## src/bei_pkg.sv

```systemverilog
// Shared types and constants of the breakpoint envelope interpolator.
package bei_pkg;

  localparam int TIME_W   = 17;
  localparam int VALUE_W  = 24;
  localparam int CURVE_W  = 2;
  localparam int COUNT_W  = 3;
  localparam int SEG_W    = 3;
  localparam int CFG_IDX_W = 3;
  localparam int CFG_DATA_W = 43;

  localparam logic [CFG_IDX_W-1:0] CFG_POINT_COUNT    = 3'd0;
  localparam logic [CFG_IDX_W-1:0] CFG_DEFAULT_CURVE  = 3'd1;
  localparam logic [CFG_IDX_W-1:0] CFG_FALLBACK_LEVEL = 3'd2;
  localparam logic [CFG_IDX_W-1:0] CFG_POINT_A        = 3'd3;

  localparam logic [CURVE_W-1:0] CURVE_INHERIT = 2'd0;
  localparam logic [CURVE_W-1:0] CURVE_LINEAR  = 2'd1;
  localparam logic [CURVE_W-1:0] CURVE_STEPPED = 2'd2;
  localparam logic [CURVE_W-1:0] CURVE_SMOOTH  = 2'd3;

  typedef enum logic [1:0] {
    MODE_LINEAR  = 2'd0,
    MODE_STEPPED = 2'd1,
    MODE_SMOOTH  = 2'd2
  } mode_t;

  typedef enum logic [1:0] {
    STATUS_INTERP   = 2'd0,
    STATUS_FALLBACK = 2'd1,
    STATUS_SINGLE   = 2'd2,
    STATUS_PAST     = 2'd3
  } status_t;

  typedef struct packed {
    logic [CURVE_W-1:0]        curve;
    logic signed [VALUE_W-1:0] value;
    logic [TIME_W-1:0]         time_q;
  } point_t;

  typedef struct packed {
    logic [COUNT_W-1:0]        point_count;
    logic [CURVE_W-1:0]        default_curve;
    logic signed [VALUE_W-1:0] fallback_level;
  } cfg_t;

  typedef struct packed {
    status_t                   status;
    logic [SEG_W-1:0]          seg;
    mode_t                     mode;
    logic signed [VALUE_W-1:0] left;
    logic signed [VALUE_W-1:0] right;
  } side_t;

endpackage

```

## src/bei_blend.sv

```systemverilog
// Blend stage: weighted difference, round-half-up rounding, output register.
module bei_blend #(
  parameter int FRAC_BITS = 16
) (
  input  logic                               clk,
  input  logic                               rst,
  input  logic                               in_valid,
  output logic                               in_ready,
  input  logic [FRAC_BITS+1:0]               frac,
  input  bei_pkg::side_t                     side_in,
  output logic                               out_valid,
  input  logic                               out_ready,
  output logic signed [bei_pkg::VALUE_W-1:0] level,
  output logic [bei_pkg::SEG_W-1:0]          segment,
  output bei_pkg::status_t                   status
);

  localparam int F  = FRAC_BITS;
  localparam int VW = bei_pkg::VALUE_W;
  localparam int MW = VW + F + 4;
  localparam logic [F:0] HALF = (F + 1)'(1) << (F - 1);

  logic                 vld_c;
  logic                 vld_d;
  logic                 rdy_c;
  logic                 rdy_d;
  logic signed [VW:0]   diff;
  logic signed [MW-1:0] diff_ext;
  logic signed [MW-1:0] frac_ext;
  logic signed [MW-1:0] half_ext;
  logic signed [MW-1:0] prod;
  logic signed [MW-1:0] prod_c;
  logic signed [MW-1:0] q;
  bei_pkg::side_t       side_c;

  assign diff     = (VW + 1)'(side_in.right) - (VW + 1)'(side_in.left);
  assign diff_ext = MW'(diff);
  assign frac_ext = $signed(MW'(frac));
  assign half_ext = $signed(MW'(HALF));
  assign prod     = diff_ext * frac_ext + half_ext;
  assign q        = prod_c >>> F;

  assign rdy_d     = !vld_d || out_ready;
  assign rdy_c     = !vld_c || rdy_d;
  assign in_ready  = rdy_c;
  assign out_valid = vld_d;

  always_ff @(posedge clk) begin
    if (rst) begin
      vld_c <= 1'b0;
      vld_d <= 1'b0;
    end else begin
      if (rdy_c) vld_c <= in_valid;
      if (rdy_d) vld_d <= vld_c;
    end
  end

  always_ff @(posedge clk) begin
    if (rdy_c) begin
      prod_c <= prod;
      side_c <= side_in;
    end
    if (rdy_d) begin
      level   <= side_c.left + q[VW-1:0];
      segment <= side_c.seg;
      status  <= side_c.status;
    end
  end

endmodule

```

## config.mk

```make
export PLATFORM = sky130hd
export DESIGN_NAME = bei_blend
export DESIGN_NICKNAME = d
export VERILOG_FILES = /design/src/bei_pkg.sv /design/src/bei_blend.sv
export SDC_FILE = /design/constraint.sdc
export NUM_CORES = 1
export LEC_CHECK = 0
export ABC_AREA = 0
export BUFFER_PORTS_ARGS = -buffer_cell sky130_fd_sc_hd__buf_2
export CORE_ASPECT_RATIO = 0.9
export CORE_MARGIN = 2
export CORE_UTILIZATION = 40
export DETAILED_ROUTE_END_ITERATION = 8
export MAX_ROUTING_LAYER = met4
export PLACE_DENSITY_LB_ADDON = 0.12
export SLEW_MARGIN = 20
export SYNTH_ARGS = -nofsm -noshare
export SYNTH_HDL_FRONTEND = slang
export SYNTH_SLANG_ARGS = --single-unit
```

## constraint.sdc

```tcl
create_clock -name clk -period 10.45 [get_ports clk]
set_input_delay 2.09 -clock clk [delete_from_list [all_inputs] [get_ports clk]]
set_output_delay 2.09 -clock clk [all_outputs]
set_load 0.02 [all_outputs]
```

# --- Word level (Yosys, flattened, before mapping) ---
# Cells that the tools add are included.
word_totals:
  ff_bits: 100
  input_bits: 77
  output_inout_bits: 31
op_classes:
  addsub: 3
  multipliers: 1
  n_reduce_logical: 4
op_table:
  columns: ["op", "count"]
  rows:
  - ["adder 40 x 17 -> 40 bit (second input constant)", 1]
  - ["multiplier 25 x 19 -> 40 bit", 1]
  - ["subtractor 24 x 24 -> 25 bit", 1]
  - ["adder 24 bit", 1]
  - ["logical NOT 1 bit", 2]
  - ["logical OR 1 bit", 2]

# --- Longest topological paths before layout ---
depth:
  ltp_word: 3
  depth_mapped: 39

# --- Worst setup path after synthesis ---
# No wires, ideal clock.
synth_timing:
  kind: "input port to flip-flop"
  start: "input port side_in[0] (netlist bit)"
  end: "register prod_c[39] (data pin)"
  t_arrival_ps: 9971
  path_slack_ps: 209
  cell_stages: 36
  n_path_buf: 1
  path_cell_list: "inv_1 ha_1 inv_1 fa_1 a211oi_2 nor2_1 o21ai_2 o21ai_2 a22oi_2 nand4_1 a31o_1 a21oi_2 xnor2_1 clkbuf_1 and2_1 fa_1 fa_1 inv_1 fa_1 inv_1 fa_1 fa_1 fa_1 ha_1 ha_1 a21o_1 a21o_1 a21oi_1 o21bai_1 nor4_2 a21oi_2 a211oi_2 o21ai_2 xnor2_1 xnor2_1 xor3_1"
synth_between:
  elab_chain_len: 3
synth_rtl:
  columns: ["element", "line", "text"]
  rows:
  - ["from (decl)", "bei_blend.sv:10", "input bei_pkg::side_t side_in,"]
  - ["subtractor 24 x 24 -> 25 bit", "bei_blend.sv:36", "assign diff = (VW + 1)'(side_in.right) - (VW + 1)'(side_in.left);"]
  - ["multiplier 25 x 19 -> 40 bit", "bei_blend.sv:40", "assign prod = diff_ext * frac_ext + half_ext;"]
  - ["adder 40 x 17 -> 40 bit", "bei_blend.sv:40", null]
  - ["net prod[39]", "bei_blend.sv:31", "logic signed [MW-1:0] prod;"]
  - ["to (signal assigned)", "bei_blend.sv:60", "prod_c <= prod;"]
  - ["to (decl)", "bei_blend.sv:32", "logic signed [MW-1:0] prod_c;"]
# The timed path passes the listed nets, and every way through them passes these cells.
# A chain may end at the register's enable or synchronous reset.

# --- Worst setup path after layout ---
# Ends and elaborated chain as after synthesis.

==> results by group <==
Worst setup path
  • CP Capture Type: flop
  • Crit path DAT: 10250 ps
  • Kind of cell adding the most delay to the critical path: adder cells
  • Crit path buf inv count: 6
  • CP max FO: 6
  • Critical Path Start Type: input port
  • Stages on the worst setup path: 37
  • CP most frequent cell: fa_1
  • Worst Path Required: 10550 ps
  • CP max stage delay: 520 ps
  • Path depth of the worst reg2reg path: 12
  • WS Path Type: in2reg
  • Crit path max-delay cell type: fa_1

Clock tree
  • Total CTS buffers: 9
  • Clock latency on the worst-skew pair: 360 ps
  • Sink Count: 84
  • H-tree depth: 3
  • Hold-fix buffers, CTS: 0
  • Root buf cell: clkbuf_16
  • CTS max path bufs: 2
  • TritonCTS clock tree: yes
  • CTS clk-pin slew, worst paths: 70 ps

Floorplan
  • Die area: 51900 um^2
  • Num rows: 77
  • Chip height: 216 um
  • Chip width: 240 um
  • # IOs: 108
  • Initial Util: 40.6%
  • Core ar.: 49300 um^2

Yosys
  • Synth Instances: 2063
  • Mapped cell area: 20000 um^2
  • Top post-synthesis cells by area: fa_1 41%, edfxtp_1 12%, ha_1 12%
  • Mean Syn Cell Area: 9.72 um^2
  • Synth async-reset ratio: 0%
  • Synth cell types: 65
  • Yosys top cell area share: 41.2%
  • Mapped Nets: 2738
  • Ys Warns: 0
  • EDFF count, synth: 82
  • #FFs+latches synth: 84
  • Top FF cell, synth: edfxtp_1
  • Register area share after synthesis: 12.5%
  • Largest area contributor in the netlist: fa_1

Global route
  • Initial antenna violation count: 1
  • Grt ovf: 0
  • GRT Total Usage: 21.7%
  • Vias in the first global route: 15900
  • First-pass GRT wire length: 84700 um
  • Largest net degree at the start of global routing: 54

Detailed routing
  • Routed Antenna Nets: 0
  • Post-Route WL: 51800 um
  • Starting DRT DRC Count: 597
  • Drt wl/cell: 17.5 um
  • DRC Markers: 0
  • DRT Pass-1 Iters: 4
  • Vias per inst: 4.85
  • Vias: 14400

Timing
  • RSZ-0062 raised after global routing: true
  • Final Critical Period: 10150 ps
  • Final Cycle Share: 97.1%
  • Slew @ Worst Pin: 1080 ps
  • Slew HR: 27.2%
  • Final Setup Violations: 0
  • Max Clock Skew: 12.2 ps
  • Worst setup margin: 299 ps
  • Final hold violations: 0
  • Final setup TNS: 0 ps
  • Final Max Slew Viols: 0
  • Max Clk Rate: 98.5 MHz

Place
  • Hpwl dp: 42300 um
  • Place WS: -556 ps
  • I/O Buffers: 105
  • Routability Congestion: 0.848

Status
  • Status: finished clean

Worst hold path
  • Min-Delay Path Class: reg2reg
  • Hold Path Cell Cnt: 0

Layout
  • Most common cell after layout, fill and taps aside: inv_1
  • Area Growth Syn to Fin: 15.8%
  • Final core occ: 47.1%
  • Nets: 2963
  • Layout cells sized above 1: 16.1%
  • Commonest cells after routing, fill and taps aside: 480 x inv_1, 407 x fa_1, 230 x and2_1

Job
  • Max Cap Viol: 0
==> repair_timing <==
| action | 4_1_cts | 5_1_grt |
|---|---|---|
| resized for setup | 10 | 48 |
| buffers inserted | 2 | 5 |
| setup endpoints to repair | 4 | 9 |
| gates cloned | 0 | 0 |
| pin swaps | 2 | 36 |
==> kinds of logic (layout without fill, tap and decap cells) <==
kind of cell / count (synthesis) / in the layout / synth area share, %
adder cells (fa/ha/maj): 598 / 598 / 52.8
buffers and inverters: 552 / 782 / 10.4
XOR/XNOR: 85 / 85 / 3.83
other: 0 / 1 / 0
AND/OR/NAND/NOR: 586 / 586 / 15.0
AO/OA/AOI/OAI: 158 / 158 / 5.46
flip-flops: 84 / 84 / 12.5
==> registers in the layout, summed over array words and instances (netlist names) <==
| name | count |
|---|---|
| vld_c | 1 |
| segment | 3 |
| side_c | 29 |
| out_valid | 1 |
| status | 2 |
| prod_c | 24 |
| level | 24 |
==> worst paths after layout <==
kind / startpoint / endpoint / slack (ps)
max: side_in[0] / prod_c[39] / 300
min: side_c[50] / segment[0] / 420
max reg2reg: prod_c[17] / level[23] / 7100
min reg2reg: side_c[50] / segment[0] / 420
==> synth_stat cells, types with 2 or more instances <==
cell type	n
edfxtp_1	82
nor4_2	2
o21bai_1	6
o31a_1	4
nor3b_1	2
dfxtp_1	2
o21ai_1	2
a211o_1	5
o211ai_1	2
a21oi_2	6
o2111ai_1	2
ha_1	186
nand2b_1	8
a211oi_1	3
nor2b_1	22
nand3_1	7
a21o_1	21
o21a_1	15
or3_1	5
a31oi_1	3
o21ai_2	4
inv_1	483
xnor2_1	58
a211oi_2	4
nor4_1	2
xor2_1	25
and2_1	234
o21ai_0	22
nand4_1	7
and3_1	3
clkbuf_1	63
nor2_1	41
a21oi_1	45
or2_2	3
fa_1	412
nand2_1	228
nor3_1	13
buf_2	4
==> layout make-up <==
type	count	area, um^2
fill	4726	26100
multi-input combinational	1427	15800
sequential	84	2500
timing repair buffer	283	1970
inverter	483	1810
tap	671	840
clock buffer	9	225
clock inverter	7	73.8
antenna	1	2.50
==> layer usage <==
layer / vias up / global-route usage (%) / wire (um)
li1: 6661 / - / -
met1: 7415 / 29.2 / 24000
met2: 254 / 35.3 / 24600
met3: 54 / 2.53 / 1990
met4: 0 / 4.93 / 1160
met5: - / - / 0
==> through the flow <==
step | cell area, um^2 | hold WS (ps) | cells
floorplan | 20000 | 400 | 2063
detailed placement | 22500 | 405 | 2942
global route | 23200 | 436 | 2965
finish | 23200 | 420 | 2965
global placement | 22500 | 400 | 2942
CTS | 22900 | 423 | 2960
Power is left out: the tool's default activity adds up to more than one toggle a clock period on the data nets, which glitch-free logic cannot reach.
