<file path="src/bei_pkg.sv">
// Shared types and constants of the breakpoint envelope interpolator.
package bei_pkg;

  localparam int TIME_W   = 17;
  localparam int VALUE_W  = 24;
  localparam int CURVE_W  = 2;
  localparam int COUNT_W  = 3;
  localparam int SEG_W    = 3;
  localparam int CFG_IDX_W = 3;
  localparam int CFG_DATA_W = 43;

  localparam logic [CFG_IDX_W-1:0] CFG_POINT_COUNT    = 3'd0;
  localparam logic [CFG_IDX_W-1:0] CFG_DEFAULT_CURVE  = 3'd1;
  localparam logic [CFG_IDX_W-1:0] CFG_FALLBACK_LEVEL = 3'd2;
  localparam logic [CFG_IDX_W-1:0] CFG_POINT_A        = 3'd3;

  localparam logic [CURVE_W-1:0] CURVE_INHERIT = 2'd0;
  localparam logic [CURVE_W-1:0] CURVE_LINEAR  = 2'd1;
  localparam logic [CURVE_W-1:0] CURVE_STEPPED = 2'd2;
  localparam logic [CURVE_W-1:0] CURVE_SMOOTH  = 2'd3;

  typedef enum logic [1:0] {
    MODE_LINEAR  = 2'd0,
    MODE_STEPPED = 2'd1,
    MODE_SMOOTH  = 2'd2
  } mode_t;

  typedef enum logic [1:0] {
    STATUS_INTERP   = 2'd0,
    STATUS_FALLBACK = 2'd1,
    STATUS_SINGLE   = 2'd2,
    STATUS_PAST     = 2'd3
  } status_t;

  typedef struct packed {
    logic [CURVE_W-1:0]        curve;
    logic signed [VALUE_W-1:0] value;
    logic [TIME_W-1:0]         time_q;
  } point_t;

  typedef struct packed {
    logic [COUNT_W-1:0]        point_count;
    logic [CURVE_W-1:0]        default_curve;
    logic signed [VALUE_W-1:0] fallback_level;
  } cfg_t;

  typedef struct packed {
    status_t                   status;
    logic [SEG_W-1:0]          seg;
    mode_t                     mode;
    logic signed [VALUE_W-1:0] left;
    logic signed [VALUE_W-1:0] right;
  } side_t;

endpackage

</file>
<file path="src/bei_div.sv">
// Pipelined restoring divider: one quotient bit per stage, local fraction of the span.
module bei_div #(
  parameter int FRAC_BITS = 16
) (
  input  logic                        clk,
  input  logic                        rst,
  input  logic                        in_valid,
  output logic                        in_ready,
  input  logic [bei_pkg::TIME_W-1:0]  num,
  input  logic [bei_pkg::TIME_W-1:0]  span,
  input  bei_pkg::side_t              side_in,
  output logic                        out_valid,
  input  logic                        out_ready,
  output logic [FRAC_BITS:0]          quotient,
  output bei_pkg::side_t              side_out
);

  localparam int STEPS = FRAC_BITS + 1;
  localparam int QW    = FRAC_BITS + 1;
  localparam int TW    = bei_pkg::TIME_W;

  logic [STEPS-1:0] vld;
  logic [STEPS:0]   rdy;
  logic [TW-1:0]    rem [STEPS];
  logic [TW-1:0]    dvs [STEPS];
  logic [QW-1:0]    quo [STEPS];
  bei_pkg::side_t   side [STEPS];

  assign rdy[STEPS] = out_ready;

  for (genvar k = 0; k < STEPS; k++) begin : g_step
    logic           prev_vld;
    logic [TW-1:0]  prev_rem;
    logic [TW-1:0]  prev_dvs;
    logic [QW-1:0]  prev_quo;
    bei_pkg::side_t prev_side;
    logic [TW:0]    trial;
    logic [TW:0]    diff;
    logic           take;

    if (k == 0) begin : g_first
      assign prev_vld  = in_valid;
      assign prev_rem  = num;
      assign prev_dvs  = span;
      assign prev_quo  = '0;
      assign prev_side = side_in;
      assign trial     = {1'b0, prev_rem};
    end else begin : g_next
      assign prev_vld  = vld[k-1];
      assign prev_rem  = rem[k-1];
      assign prev_dvs  = dvs[k-1];
      assign prev_quo  = quo[k-1];
      assign prev_side = side[k-1];
      assign trial     = {prev_rem, 1'b0};
    end

    assign take   = trial >= {1'b0, prev_dvs};
    assign diff   = trial - {1'b0, prev_dvs};
    assign rdy[k] = !vld[k] || rdy[k+1];

    always_ff @(posedge clk) begin
      if (rst) begin
        vld[k] <= 1'b0;
      end else if (rdy[k]) begin
        vld[k] <= prev_vld;
      end
    end

    always_ff @(posedge clk) begin
      if (rdy[k]) begin
        rem[k]  <= take ? diff[TW-1:0] : trial[TW-1:0];
        dvs[k]  <= prev_dvs;
        quo[k]  <= {prev_quo[QW-2:0], take};
        side[k] <= prev_side;
      end
    end
  end

  assign in_ready  = rdy[0];
  assign out_valid = vld[STEPS-1];
  assign quotient  = quo[STEPS-1];
  assign side_out  = side[STEPS-1];

endmodule

</file>
<file path="config.mk">
export PLATFORM = sky130hd
export DESIGN_NAME = bei_div
export DESIGN_NICKNAME = d
export VERILOG_FILES = /design/src/bei_pkg.sv /design/src/bei_div.sv
export SDC_FILE = /design/constraint.sdc
export NUM_CORES = 2
export LEC_CHECK = 0
export ABC_AREA = 1
export BUFFER_PORTS_ARGS = -buffer_cell sky130_fd_sc_hd__buf_2
export CAP_MARGIN = 30
export CORE_MARGIN = 4
export CORE_UTILIZATION = 35
export CTS_BUF_LIST = sky130_fd_sc_hd__clkbuf_8
export DETAILED_ROUTE_END_ITERATION = 16
export PLACE_DENSITY = 0.6
export SLEW_MARGIN = 20
export SYNTH_ARGS = -nofsm -noshare
export SYNTH_HDL_FRONTEND = slang
export SYNTH_SLANG_ARGS = --single-unit
</file>
<file path="constraint.sdc">
create_clock -name clk -period 9.3 [get_ports clk]
set_input_delay 0.93 -clock clk [delete_from_list [all_inputs] [get_ports clk]]
set_output_delay 0.93 -clock clk [all_outputs]
set_load 0.05 [all_outputs]
</file>
; After elaboration in Yosys (flattened, before gate mapping)
; Memories as Yosys holds them, arrays and structs flattened.
; Cells that the tools add are included.
[totals]
register_bits = 17
ramBits = 1802
inputBits = 93
output_inout_bits = 74
word_cells = 140
n_memories = 4
[memory_table]
columns = memory, depth, word_bits, read_ports, rd_clocked_by_memory_dff, write_ports, line_no
row1 = side, 17, 55, 17, 0, 17, bei_div.sv:27  ; bei_pkg::side_t side [STEPS];
row2 = dvs, 17, 17, 16, 0, 17, bei_div.sv:25  ; logic [TW-1:0] dvs [STEPS];
row3 = quo, 17, 17, 17, 0, 17, bei_div.sv:26  ; logic [QW-1:0] quo [STEPS];
row4 = rem, 17, 17, 16, 0, 17, bei_div.sv:24  ; logic [TW-1:0] rem [STEPS];
[op_classes]
addsub = 17
n_lt_le_gt_ge = 17
n_mux = 51
n_reduce_logical = 34
[ops]
columns = cell, n
row1 = $mux 17, 17
row2 = $sub 17x17->17, 17
row3 = $ge 18x17->1, 16
row4 = $mux 1, 34
row5 = $ge 17x17->1, 1
row6 = $logic_not 1->1, 17
row7 = $logic_or 1x1->1, 17

; Depth between registers and ports, before layout
[depth]
depth_word = 20
depth_mapped = 12
mapped_depth_nobuf = 12

; Least setup slack after synthesis
; Ideal clock, no wire load.
[synth_timing]
path_type = input port to flip-flop
startpoint = input out_ready
endpoint = memory dvs[0][68] (netlist name), enable pin
arrival_ns = 9.192
required_time_ns = 8.402
setup_slack_ns = -0.790
stages = 10
path_buffers = 0
cell_sequence = inv_1 -> nand3_2 -> nor2_4 -> nand4_4 -> nor2_4 -> nand4_4 -> nor2_4 -> inv_1 -> nor2_2 -> nand2_1
[synth_rtl]
columns = item, line_no
row1 = start: declaration, bei_div.sv:13  ; input logic out_ready,
row2 = end: declaration, bei_div.sv:25

; Worst setup path in the final report
[layout_timing]
startpoint = register vld[16], in the netlist out_valid
endpoint = output in_ready
[layout_between]
elab_chain_cells = 18
[layout_rtl]
columns = item, line_no
row1 = start: declaration, bei_div.sv:22  ; logic [STEPS-1:0] vld;
row2 = start signal: indexed assignment, bei_div.sv:65  ; vld[k] <= prev_vld;
row3 = $logic_not 1->1, bei_div.sv:59  ; assign rdy[k] = !vld[k] || rdy[k+1];
row4 = $logic_or 1x1->1 (2 in series), bei_div.sv:59
row5 = net rdy[15], bei_div.sv:23  ; logic [STEPS:0] rdy;
row6 = $logic_or 1x1->1 (4 in series), bei_div.sv:59
row7 = net rdy[11], bei_div.sv:23
row8 = $logic_or 1x1->1 (4 in series), bei_div.sv:59
row9 = net rdy[7], bei_div.sv:23
row10 = $logic_or 1x1->1 (4 in series), bei_div.sv:59
row11 = net rdy[3], bei_div.sv:23
row12 = $logic_or 1x1->1 (3 in series), bei_div.sv:59
row13 = end: declaration, bei_div.sv:8  ; output logic in_ready,
; The timed path passes the listed nets, and every way through them passes these cells.

==> reports/qor.txt <==
register area share after synthesis -> 74.2%
fmax -> 0.143 GHz
Post-CTS Setup Inserts -> 0
Final #Nets -> 5412
Slew headroom -> 35.6%
Startpoint Class -> flop
CP arrival -> 6.06 ns
Top FF cell, synth -> edfxtp_1
total CTS buffers -> 279
Buffers & Inverters on Critical Path -> 2
Die Y-Extent -> 444 um
slowest stage delay, CP -> 0.68 ns
RSZ-0062 raised after global routing -> no
utilization after layout -> 40.0%
first-pass GRT wire length -> 193 mm
Max Slew Vio Count -> 0
hold_buf cts -> 0
Final setup violation count -> 0
Hold WC Path Type -> primary input to flop
starting DRC count in detailed routing -> 1831
Syn Inst Count -> 4597
core area -> 0.188 mm^2
routed wire length -> 121 mm
Avg WL per Cell -> 15.7 um
Remaining DRCs -> 0
Initial Util -> 35.3%
CP required -> 8.37 ns
I/O pin count -> 167
DR pass1 iterations -> 7
synth warn -> 0
clock sink total -> 1649
total grt overflow -> 0
outcome -> completed
number of enable flip-flop cells after synthesis -> 1632
placer congestion estimate -> 0.852
hold_ws -> 0.188 ns
count of cell types in the netlist -> 45
fin crit period -> 6.99 ns
Max Cap Violations -> 0
initial antenna violation count -> 11
Worst path most repeated cell -> nor2_4
largest net degree at the start of global routing -> 81
Root Driver -> clkbuf_8
Seq cells post-synth -> 1649
worst-margin pin slew -> 0.966 ns
Die Wd -> 444 um
CTS tree -> done
power per cell area -> 292 mW/mm^2
Clk Latency, worst-skew pair -> 0.94 ns
buffers added on ports -> 166
Final period util -> 75.2%
vias per cell -> 4.51
vias in the first global route -> 35842
cts repair resizes -> 0
final setup TNS -> 0 ns
largest buffer count on any clock path -> 4
layout cell share with drive strength beyond 1 -> 11.6%
H-Tree Depth -> 5
ys async rst share -> 0%
Synth Cell Area -> 0.0665 mm^2
P&R area growth vs syn -> 13.4%
final setup margin -> 2.31 ns
dpl cells -> 7226
CP max-delay cell -> nand4_4
post-route ant nets -> 0
worst ir drop on vdd -> 105 uV
Post-Place Worst Slack -> 2.22 ns
Rows -> 159
WS Path Type -> flop to output pin
Fin. Hold Viols -> 0
Setup Skew -> 0.0953 ns
Lkg Pwr -> 30.5 nW
die area -> 0.197 mm^2
Finished Layout Cells -> 7717
Clk pin slew, worst setup/hold paths -> 0.06 ns
GRT Util Overall -> 12.3%
Mapped Nets -> 4994
CP Max Fanout -> 50
Avg Cell Area, Syn -> 14.5 um^2
crit path cell chain -> nand3_4 > nor2_4 > nand4_4 > nor2_4 > nand4_4 > buf_4 > nor2_4 > nand4_4 > nor2_4 > nand3_4 > buf_2
post-DP HPWL -> 88.3 mm
Worst path top cell family by delay -> simple AND/OR/NAND/NOR gates
via count -> 34793
CP endpoint kind -> output pin
-- Yosys cell counts, drive strengths merged (2+ instances only) --
library cell / n / share of area [%]
edfxtp: 1632 / 74
nand2: 694 / 3.9
inv: 518 / 2.9
o21ai: 339 / 2.7
a21oi: 305 / 2.3
ha: 288 / 5.4
nor2: 156 / 0.93
nand3: 123 / 1.0
xor2: 120 / 1.6
xnor2: 109 / 1.4
buf: 48 / 0.52
a21o: 37 / 0.42
nand4: 34 / 0.39
nor3: 31 / 0.23
a31oi: 27 / 0.25
o31ai: 25 / 0.28
dfxtp: 17 / 0.51
fa: 16 / 0.48
o21bai: 11 / 0.13
or2: 11 / 0.10
a221oi: 10 / 0.23
o21a: 9 / 0.10
a211oi: 8 / 0.13
nor4: 8 / 0.098
o2111ai: 6 / 0.079
a211o: 5 / 0.066
nor4b: 5 / 0.066
clkbuf: 2 / 0.011
-- cells in the final DEF (no fill, tap or decap), types with 37 or more instances in the layout --
master    count
xor2_1      120
clkinv_1     67
o21ai_0     276
nand2_1     688
a21oi_1     305
edfxtp_1   1632
clkbuf_8    292
buf_2       166
a21o_1       37
o21ai_1      44
ha_1        288
xnor2_1     109
nor2_1      151
nand3_1     112
inv_1       571
-- routing by layer --
| layer | vias up | routed length (um) | track usage [%] |
|---|---|---|---|
| met1 | 16378 | 51300 | 14.8 |
| met3 | 309 | 4900 | 2.61 |
| met2 | 658 | 60700 | 21.5 |
| met4 | 6 | 4630 | 5.07 |
| li1 | 17442 | - | - |
| met5 | - | 31 | 0 |
-- cells by family (layout without fill, tap and decap cells) --
logic type                 after synthesis  after routing  share of synthesized area, %
buffers and inverters                  568           1182                          3.46
AOI/OAI and AO/OA                      784            784                          6.67
xor gates and xnor gates               229            229                          3.02
DFF                                   1649           1649                          74.2
and+or+nand+nor                       1063           1063                          6.76
adders and majority gates              304            304                          5.90
other                                    0             11                             0
-- worst paths after layout --
| check | start | cells after the start | slack, ns | end |
|---|---|---|---|---|
| worst max register to register | out_valid | 11 | 3.63 | dvs[0][0] |
| worst min register to register | side[0][497] | 0 | 0.38 | side[0][552] |
| worst max-delay path | out_valid | 11 | 2.31 | in_ready |
| worst min-delay path | side_in[12] | 1 | 0.19 | side[0][12] |
-- per-stage QoR --
stage / cell area [um^2] / power, mW
6_report: 75400 / 22.0
5_1_grt: 75400 / 23.6
4_1_cts: 75300 / 22.3
3_5_place_dp: 70300 / 16.5
3_3_place_gp: 70300 / 16.4
2_1_floorplan: 66500 / 15.0
-- worst reg2reg max path, cell delays in order (launching register included) --
cell     delay (ns)
dfxtp_1        0.43
nand3_4        0.51
nor2_4         0.37
nand4_4        0.56
nor2_4         0.46
nand4_4        0.12
buf_4          0.33
nor2_4         0.27
nand4_4        0.68
nor2_4         0.48
nand3_4        0.49
buf_4          0.59
-- state kept, by name, summed over array words and instances, names as in the netlist --
register / cells
dvs: 272
g_step.prev_vld: 16
out_valid: 1
quo: 153
rem: 272
side: 935
-- area by class of cell --
cell class	instances	area, um^2
Fill cell	17313	113000
Sequential cell	1649	49300
Multi-Input combinational cell	2380	14900
Clock buffer	292	4020
Tap cell	2495	3120
Inverter	518	1960
Timing Repair Buffer	187	1050
Clock inverter	185	957
Antenna cell	11	27.5
-- power breakdown --
group,internal (mW),leakage [nW],switching [mW]
registers,9.82,17.4,0.622
clock network,3.09,2.82,2.68
logic,2.15,10.3,3.69
total,15.1,30.5,6.98
Power figures use the tool's default switching activity.
