### src/bei_pkg.sv
// Shared types and constants of the breakpoint envelope interpolator.
package bei_pkg;

  localparam int TIME_W   = 17;
  localparam int VALUE_W  = 24;
  localparam int CURVE_W  = 2;
  localparam int COUNT_W  = 3;
  localparam int SEG_W    = 3;
  localparam int CFG_IDX_W = 3;
  localparam int CFG_DATA_W = 43;

  localparam logic [CFG_IDX_W-1:0] CFG_POINT_COUNT    = 3'd0;
  localparam logic [CFG_IDX_W-1:0] CFG_DEFAULT_CURVE  = 3'd1;
  localparam logic [CFG_IDX_W-1:0] CFG_FALLBACK_LEVEL = 3'd2;
  localparam logic [CFG_IDX_W-1:0] CFG_POINT_A        = 3'd3;

  localparam logic [CURVE_W-1:0] CURVE_INHERIT = 2'd0;
  localparam logic [CURVE_W-1:0] CURVE_LINEAR  = 2'd1;
  localparam logic [CURVE_W-1:0] CURVE_STEPPED = 2'd2;
  localparam logic [CURVE_W-1:0] CURVE_SMOOTH  = 2'd3;

  typedef enum logic [1:0] {
    MODE_LINEAR  = 2'd0,
    MODE_STEPPED = 2'd1,
    MODE_SMOOTH  = 2'd2
  } mode_t;

  typedef enum logic [1:0] {
    STATUS_INTERP   = 2'd0,
    STATUS_FALLBACK = 2'd1,
    STATUS_SINGLE   = 2'd2,
    STATUS_PAST     = 2'd3
  } status_t;

  typedef struct packed {
    logic [CURVE_W-1:0]        curve;
    logic signed [VALUE_W-1:0] value;
    logic [TIME_W-1:0]         time_q;
  } point_t;

  typedef struct packed {
    logic [COUNT_W-1:0]        point_count;
    logic [CURVE_W-1:0]        default_curve;
    logic signed [VALUE_W-1:0] fallback_level;
  } cfg_t;

  typedef struct packed {
    status_t                   status;
    logic [SEG_W-1:0]          seg;
    mode_t                     mode;
    logic signed [VALUE_W-1:0] left;
    logic signed [VALUE_W-1:0] right;
  } side_t;

endpackage

### src/bei_shape.sv
// Curve shaping: linear, stepped or smoothstep, over two stages.
module bei_shape #(
  parameter int FRAC_BITS = 16
) (
  input  logic                 clk,
  input  logic                 rst,
  input  logic                 in_valid,
  output logic                 in_ready,
  input  logic [FRAC_BITS:0]   u_in,
  input  bei_pkg::side_t       side_in,
  output logic                 out_valid,
  input  logic                 out_ready,
  output logic [FRAC_BITS+1:0] frac,
  output bei_pkg::side_t       side_out
);

  localparam int F  = FRAC_BITS;
  localparam int SW = 2 * F + 2;
  localparam int PW = 2 * F + 4;
  localparam logic [F:0]   ONE       = {1'b1, {F{1'b0}}};
  localparam logic [F:0]   HALF      = (F + 1)'(1) << (F - 1);
  localparam logic [F+2:0] THREE_ONE = (F + 3)'(3) << F;

  logic           vld_a;
  logic           vld_b;
  logic           rdy_a;
  logic           rdy_b;
  logic [F:0]     u_c;
  logic [SW-1:0]  sq_full;
  logic [F:0]     u_a;
  logic [F:0]     sq_a;
  bei_pkg::side_t side_a;
  logic [F+2:0]   w;
  logic [PW-1:0]  sm_full;
  logic [F+1:0]   f_next;

  assign u_c     = (u_in > ONE) ? ONE : u_in;
  assign sq_full = SW'(u_c) * SW'(u_c) + SW'(HALF);

  assign w       = THREE_ONE - (F + 3)'({u_a, 1'b0});
  assign sm_full = PW'(sq_a) * PW'(w) + PW'(HALF);

  always_comb begin
    unique case (side_a.mode)
      bei_pkg::MODE_STEPPED: f_next = (u_a < ONE) ? '0 : (F + 2)'(ONE);
      bei_pkg::MODE_SMOOTH:  f_next = sm_full[2*F+1:F];
      default:               f_next = (F + 2)'(u_a);
    endcase
  end

  assign rdy_b     = !vld_b || out_ready;
  assign rdy_a     = !vld_a || rdy_b;
  assign in_ready  = rdy_a;
  assign out_valid = vld_b;

  always_ff @(posedge clk) begin
    if (rst) begin
      vld_a <= 1'b0;
      vld_b <= 1'b0;
    end else begin
      if (rdy_a) vld_a <= in_valid;
      if (rdy_b) vld_b <= vld_a;
    end
  end

  always_ff @(posedge clk) begin
    if (rdy_a) begin
      u_a    <= u_c;
      sq_a   <= sq_full[2*F:F];
      side_a <= side_in;
    end
    if (rdy_b) begin
      frac     <= f_next;
      side_out <= side_a;
    end
  end

endmodule

### config.mk
export PLATFORM = sky130hd
export DESIGN_NAME = bei_shape
export DESIGN_NICKNAME = d
export VERILOG_FILES = /design/src/bei_pkg.sv /design/src/bei_shape.sv
export SDC_FILE = /design/constraint.sdc
export NUM_CORES = 1
export LEC_CHECK = 0
export BUFFER_PORTS_ARGS = -buffer_cell sky130_fd_sc_hd__buf_2
export CAP_MARGIN = 25
export CORE_MARGIN = 8
export CORE_UTILIZATION = 40
export CTS_BUF_LIST = sky130_fd_sc_hd__clkbuf_8 sky130_fd_sc_hd__clkbuf_16
export CTS_CLUSTER_SIZE = 28
export DETAILED_ROUTE_END_ITERATION = 12
export PLACE_DENSITY = 0.58
export SLEW_MARGIN = 25
export SYNTH_ARGS = -nofsm -noshare
export SYNTH_HDL_FRONTEND = slang
export SYNTH_SLANG_ARGS = --single-unit
### constraint.sdc
create_clock -name clk -period 10.1 [get_ports clk]
set_clock_uncertainty 0.05 [all_clocks]
set_input_delay 0.505 -clock clk [delete_from_list [all_inputs] [get_ports clk]]
set_output_delay 0.505 -clock clk [all_outputs]
set_load 0.1 [all_outputs]
Word level (Yosys, flattened, before mapping):

Cells that the tools add are included.

* equality and inequality tests: 2
* reductions and logical operators: 4
* magnitude comparators: 2
* bitwise logic cells: 0
* shift-type cells: 0
* $add $sub $neg: 3
* mux-type cells: 3
* divide/modulo/power cells: 0
* $mul: 2

Operator list (count)
* case mux 18 bit (2 select lines): 1
* adder 34 x 16 -> 34 bit (second input constant): 1
* multiplier 17 x 19 -> 34 bit: 1
* 2-to-1 mux 17 bit: 2
* adder 33 x 16 -> 33 bit (second input constant): 1
* multiplier 17 x 17 -> 33 bit: 1
* subtractor 18 x 18 -> 19 bit (first input constant): 1
* greater-than comparator 17 bit (second input constant): 1
* less-than comparator 17 bit (second input constant): 1
* equality test 2 x 1 -> 1 bit (second input constant): 1
* equality test 2 bit (second input constant): 1
* logical NOT 1 bit: 2
* logical OR 1 bit: 2

* output and inout bits: 75
* logic and storage cells: 31
* register bits after elaboration: 164
* bits in latches: 0
* memory bits (writable): 0
* memories kept: 0
* bits in read-only memories: 0

Depth between registers and ports, before layout:

* word-level depth: 4
* depth in mapped cells: 29
* mapped depth without buffers: 26

Least setup slack after synthesis:

No wires, ideal clock.

* kind: reg-to-reg
* from: reg u_a[2]
* to: reg frac[11] (data pin)
* path slack: 2699 ps
* arrival: 7090 ps
* cell stages (with the launch flop): 25
* period minus slack after synthesis: 7401 ps
* path buffers: 2
* cells stage by stage: edfxtp_1 -> buf_6 -> or4_4 -> or4b_4 -> nor4_4 -> xnor2_1 -> buf_2 -> nand2_1 -> fa_1 -> fa_1 -> fa_1 -> inv_1 -> fa_1 -> fa_1 -> inv_1 -> fa_1 -> inv_1 -> ha_1 -> nand2_1 -> o21ba_2 -> o21ai_0 -> a211o_1 -> a311oi_1 -> nor3_1 -> a221o_1

* word-level cells in the longest chain between the ends: 4

Ends and longest elaborated chain
* from (decl): RTL line bei_shape.sv:30 `logic [F:0] u_a;`
* from (signal assigned): RTL line bei_shape.sv:68 `u_a <= u_c;`
* subtractor 18 x 18 -> 19 bit: RTL line bei_shape.sv:40 `assign w = THREE_ONE - (F + 3)'({u_a, 1'b0});`
* multiplier 17 x 19 -> 34 bit: RTL line bei_shape.sv:41 `assign sm_full = PW'(sq_a) * PW'(w) + PW'(HALF);`
* adder 34 x 16 -> 34 bit: RTL line bei_shape.sv:41
* case mux 18 bit (2 select lines): RTL line bei_shape.sv:44 `unique case (side_a.mode)`
* via f_next[11]: RTL line bei_shape.sv:35 `logic [F+1:0] f_next;`
* to (signal assigned): RTL line bei_shape.sv:73 `frac <= f_next;`
* to (decl): RTL line bei_shape.sv:13 `output logic [FRAC_BITS+1:0] frac,`

The timed path passes the listed nets, and every way through them passes these cells.
A chain may end at the register's enable or synchronous reset.

Worst setup path in the final report:

* from: reg u_a[0]
* to: reg frac[15] (data pin)

Same word-level chain as after synthesis.

==> impl_metrics.csv <==
group,metric,value,unit
synthesis,synth_xor_area_share,1.661,%
global_routing,grt_max_degree,64,
setup_path,r2r-start,"u_a[0]",
synthesis,yosys.area_share.simple,13.22,%
synthesis,postSynth.asyncResetShare,0,%
setup_path,regToRegSetupSlack,1.59,ns
floorplanning,coreArea,57480,um^2
sta,relSlewSlack,28.24,%
floorplanning,die_h,256.4,um
setup_path,cp_cell_sequence,"inv_1 -> ha_1 -> or4b_4 -> o21ai_4 -> xor2_2 -> nand2_1 -> fa_1 -> fa_1 -> fa_1 -> inv_1 -> fa_1 -> fa_1 -> inv_1 -> fa_1 -> inv_1 -> ha_1 -> a21oi_1 -> nand2_1 -> o21ai_0 -> a211oi_1 -> nor2_1 -> o311ai_0 -> a32o_1",
clock_tree,cts_tree,"built",
clock_tree,numCtsBuffers,17,
finish,fin_cells,3145,
setup_path,crit_top_cell,"fa_1",
routing,drt_wl_total,56.38,mm
sta,fin_crit_sh,84.24,%
setup_path,critPathMaxFanout,19,
floorplanning,fp-row-count,88,
setup_path,worstPathArrival,8.64,ns
setup_path,cpMaxStageDelayCell,"edfxtp_1",
floorplanning,start_util,40.23,%
setup_path,slowest_delay,0.75,ns
clock_tree,clkSinkCount,164,
global_routing,grt.overflow.total,0,
routing,first_pass_iters,7,
sta,setup_viol,0,
clock_tree,clk_latency,0.44,ns
floorplanning,io_pins,151,
setup_path,reg2reg_depth,23,
clock_tree,root_buffer,"clkbuf_16",
placed_design,hpwlAfterDp,45.86,mm
clock_tree,post-cts-setup-buffer-count,0,
sta,hold_viol,0,
routing,antenna_left,0,
setup_path,crit_path_start,"u_a[0]",
synthesis,synth_ff_type,"edfxtp_1",
synthesis,synth_warnings,0,
placed_design,place_area,24810,um^2
finish,nets,3088,
synthesis,synth_top_family_by_area,"adder cells",
sta,fmax,117.5,MHz
synthesis,synth.ff_latch_count,164,
sta,fin_tns_setup,0,ns
synthesis,syn-mean-instance-area,10.33,um^2
synthesis,yosysUniqueCellTypes,70,
routing,via_per_inst,4.879,
status,status,"finished, final reports clean",
setup_path,r2r-end,"frac[15]",
sta,report.final.slew_viol_count,0,
job,drv_cap,0,
hold_path,hold_path_class,"input port to register",
synthesis,synth_enable_flop_cells,162,
synthesis,synth_cells,2239,
clock_tree,clkTransAtPathRegs,0.08,ns
finish,drive_above_1_share,9.420,%
global_routing,grt_pass1_wl,92.35,mm
synthesis,synth_area,23120,um^2
setup_path,critPathLaunchType,"register",
clock_tree,h-tree-depth,4,
clock_tree,clk_path_buf_depth,2,
setup_path,cp.required,10.23,ns
finish,area_growth,10.15,%
routing,drc,0,
floorplanning,die_w,256.4,um
sta,rsz0062_at_grt,"no",
routing,drt-initial-drc-count,809,
synthesis,synth-compound-area-share,3.945,%
placed_design,place_congestion,0.8942,
placed_design,portBuffers,150,
synthesis,synth-adder-area-share,49.00,%
routing,via_count,15350,
global_routing,grt_pass1_vias,17020,
routing,wl_per_cell,17.93,um
sta,period_needed,8.509,ns
global_routing,antenna_found_initial,1,
placed_design,placed_cells,3111,
floorplanning,die_area,65760,um^2
sta,worst_pin_slew,1.074,ns
global_routing,grtUsageTotal,17.66,%
finish,design_area,25470,um^2
synthesis,muxShareOfSynthArea,0.1353,%
synthesis,seq_area_frac_synth,21.21,%
clock_tree,cts_resized,0,
setup_path,end_kind,"register",
clock_tree,cts_hold_buf,0,
setup_path,worstSetupPathType,"register to register",
setup_path,crit_path_end,"frac[15]",
-- sequential cells by signal, summed over array words and instances (netlist names) --
signal	count
side_a	55
side_out	55
frac	18
sq_a	17
u_a	17
out_valid	1
vld_a	1
-- worst min-delay path by stage --
| stage | startpoint | to | cells after the start |
|---|---|---|---|
| global placement | side_a[1] | side_out[1] | 0 |
| CTS | side_in[12] | side_a[12] | 1 |
| finish | side_in[30] | side_a[30] | 1 |
| global route | side_in[12] | side_a[12] | 1 |
| floorplan | side_a[0] | side_out[0] | 0 |
| detailed placement | side_a[42] | side_out[42] | 0 |
-- synthesized netlist by cell type, types with 3 or more instances --
master      n  area share [%]
or3_1       6            0.16
a32o_1      4            0.17
and3_1     69             1.9
a21o_1     10            0.32
o211ai_1    5            0.16
or4_1       3           0.097
or2_2       3           0.081
nand4_1     8            0.22
o21a_1      6            0.19
clkbuf_1   74             1.2
nand2_1   234             3.8
a211oi_1    6            0.19
nand2b_1    3           0.081
xor2_1     12            0.45
o31ai_1    10            0.32
inv_1     581             9.4
nor3_1     10            0.22
and2_1    188             5.1
o311ai_0    3            0.11
ha_1      216              12
o21ai_0    16            0.35
nand3_1    10            0.22
edfxtp_1  162              21
a21boi_0    3           0.097
fa_1      431              37
buf_2       3           0.065
xnor2_1    30             1.1
a311oi_1    4            0.15
nor2b_1     7            0.19
a21oi_1    35            0.76
nor2_1     29            0.47
nor4_1      7            0.19
-- stage by stage --
step	hold slack, ns	utilization, %	setup slack (ns)
2_1_floorplan	0.3503	-	2.699
3_3_place_gp	0.3503	43.16	1.891
3_5_place_dp	0.3545	43.16	1.643
4_1_cts	0.1698	44.25	1.582
5_1_grt	0.1602	44.31	1.122
6_report	0.1826	44.31	1.591
-- per-layer routing --
layer  routed length, um  vias up  GRT usage [%]  part of all wire, %
li1                    -     7074              -                    -
met2               29470      329          31.83                   52
met3                2467       63          2.622                  4.4
met5                   0        -              0                    0
met1               23080     7879          21.75                   41
met4                1364        0          5.200                  2.4
-- cell families (layout without fill, tap and decap cells) --
kind of cell / Yosys count / count (layout)
multiplexers: 3 / 3
flip-flops: 164 / 164
AO/OA/AOI/OAI: 130 / 130
other: 2 / 26
XOR/XNOR: 43 / 43
AND/OR/NAND/NOR: 589 / 589
buffers and inverters: 661 / 778
adder cells (fa/ha/maj): 647 / 647
-- critical path: cells and delay by family, from the launching register on --
| family | cells | cell delay [ns] |
|---|---|---|
| XOR/XNOR | 1 | 0.71 |
| adder cells (fa/ha/maj) | 8 | 3.65 |
| buffers and inverters | 4 | 0.32 |
| AO/OA/AOI/OAI | 6 | 1.55 |
| flip-flops | 1 | 0.75 |
| AND/OR/NAND/NOR | 4 | 1.22 |
-- area by class of cell --
cell class / count / area, um^2
Antenna cell: 2 / 5.005
Clock buffer: 17 / 425.4
Clock inverter: 15 / 196.4
Fill cell: 5547 / 32010
Inverter: 581 / 2181
Multi-Input combinational cell: 1436 / 15940
Sequential cell: 164 / 4905
Tap cell: 765 / 957.2
Timing Repair Buffer: 165 / 863.3
-- cell usage in the layout, fill, tap and decap left out, types with 4 or more instances in the layout --
| cell | instances |
|---|---|
| fa_1 | 431 |
| nor2b_1 | 7 |
| conb_1 | 24 |
| clkinv_8 | 7 |
| nor3_1 | 10 |
| and2_1 | 188 |
| xor2_1 | 8 |
| or3_1 | 6 |
| a32o_1 | 4 |
| nor4_1 | 7 |
| o211ai_1 | 5 |
| ha_1 | 216 |
| edfxtp_1 | 162 |
| a211oi_1 | 6 |
| o21ai_0 | 16 |
| buf_4 | 15 |
| inv_1 | 580 |
| nand3_1 | 10 |
| buf_2 | 150 |
| xnor2_2 | 5 |
| o21a_1 | 6 |
| nand2_1 | 233 |
| xnor2_1 | 22 |
| o31ai_1 | 10 |
| a21o_1 | 10 |
| clkbuf_16 | 17 |
| a21oi_1 | 35 |
| xor2_2 | 5 |
| nand4_1 | 8 |
| nor2_1 | 29 |
| and3_1 | 69 |
| a311oi_1 | 4 |
Power is not shown: default switching activity piles up to over one toggle a cycle in this logic, so the estimate is an artifact.
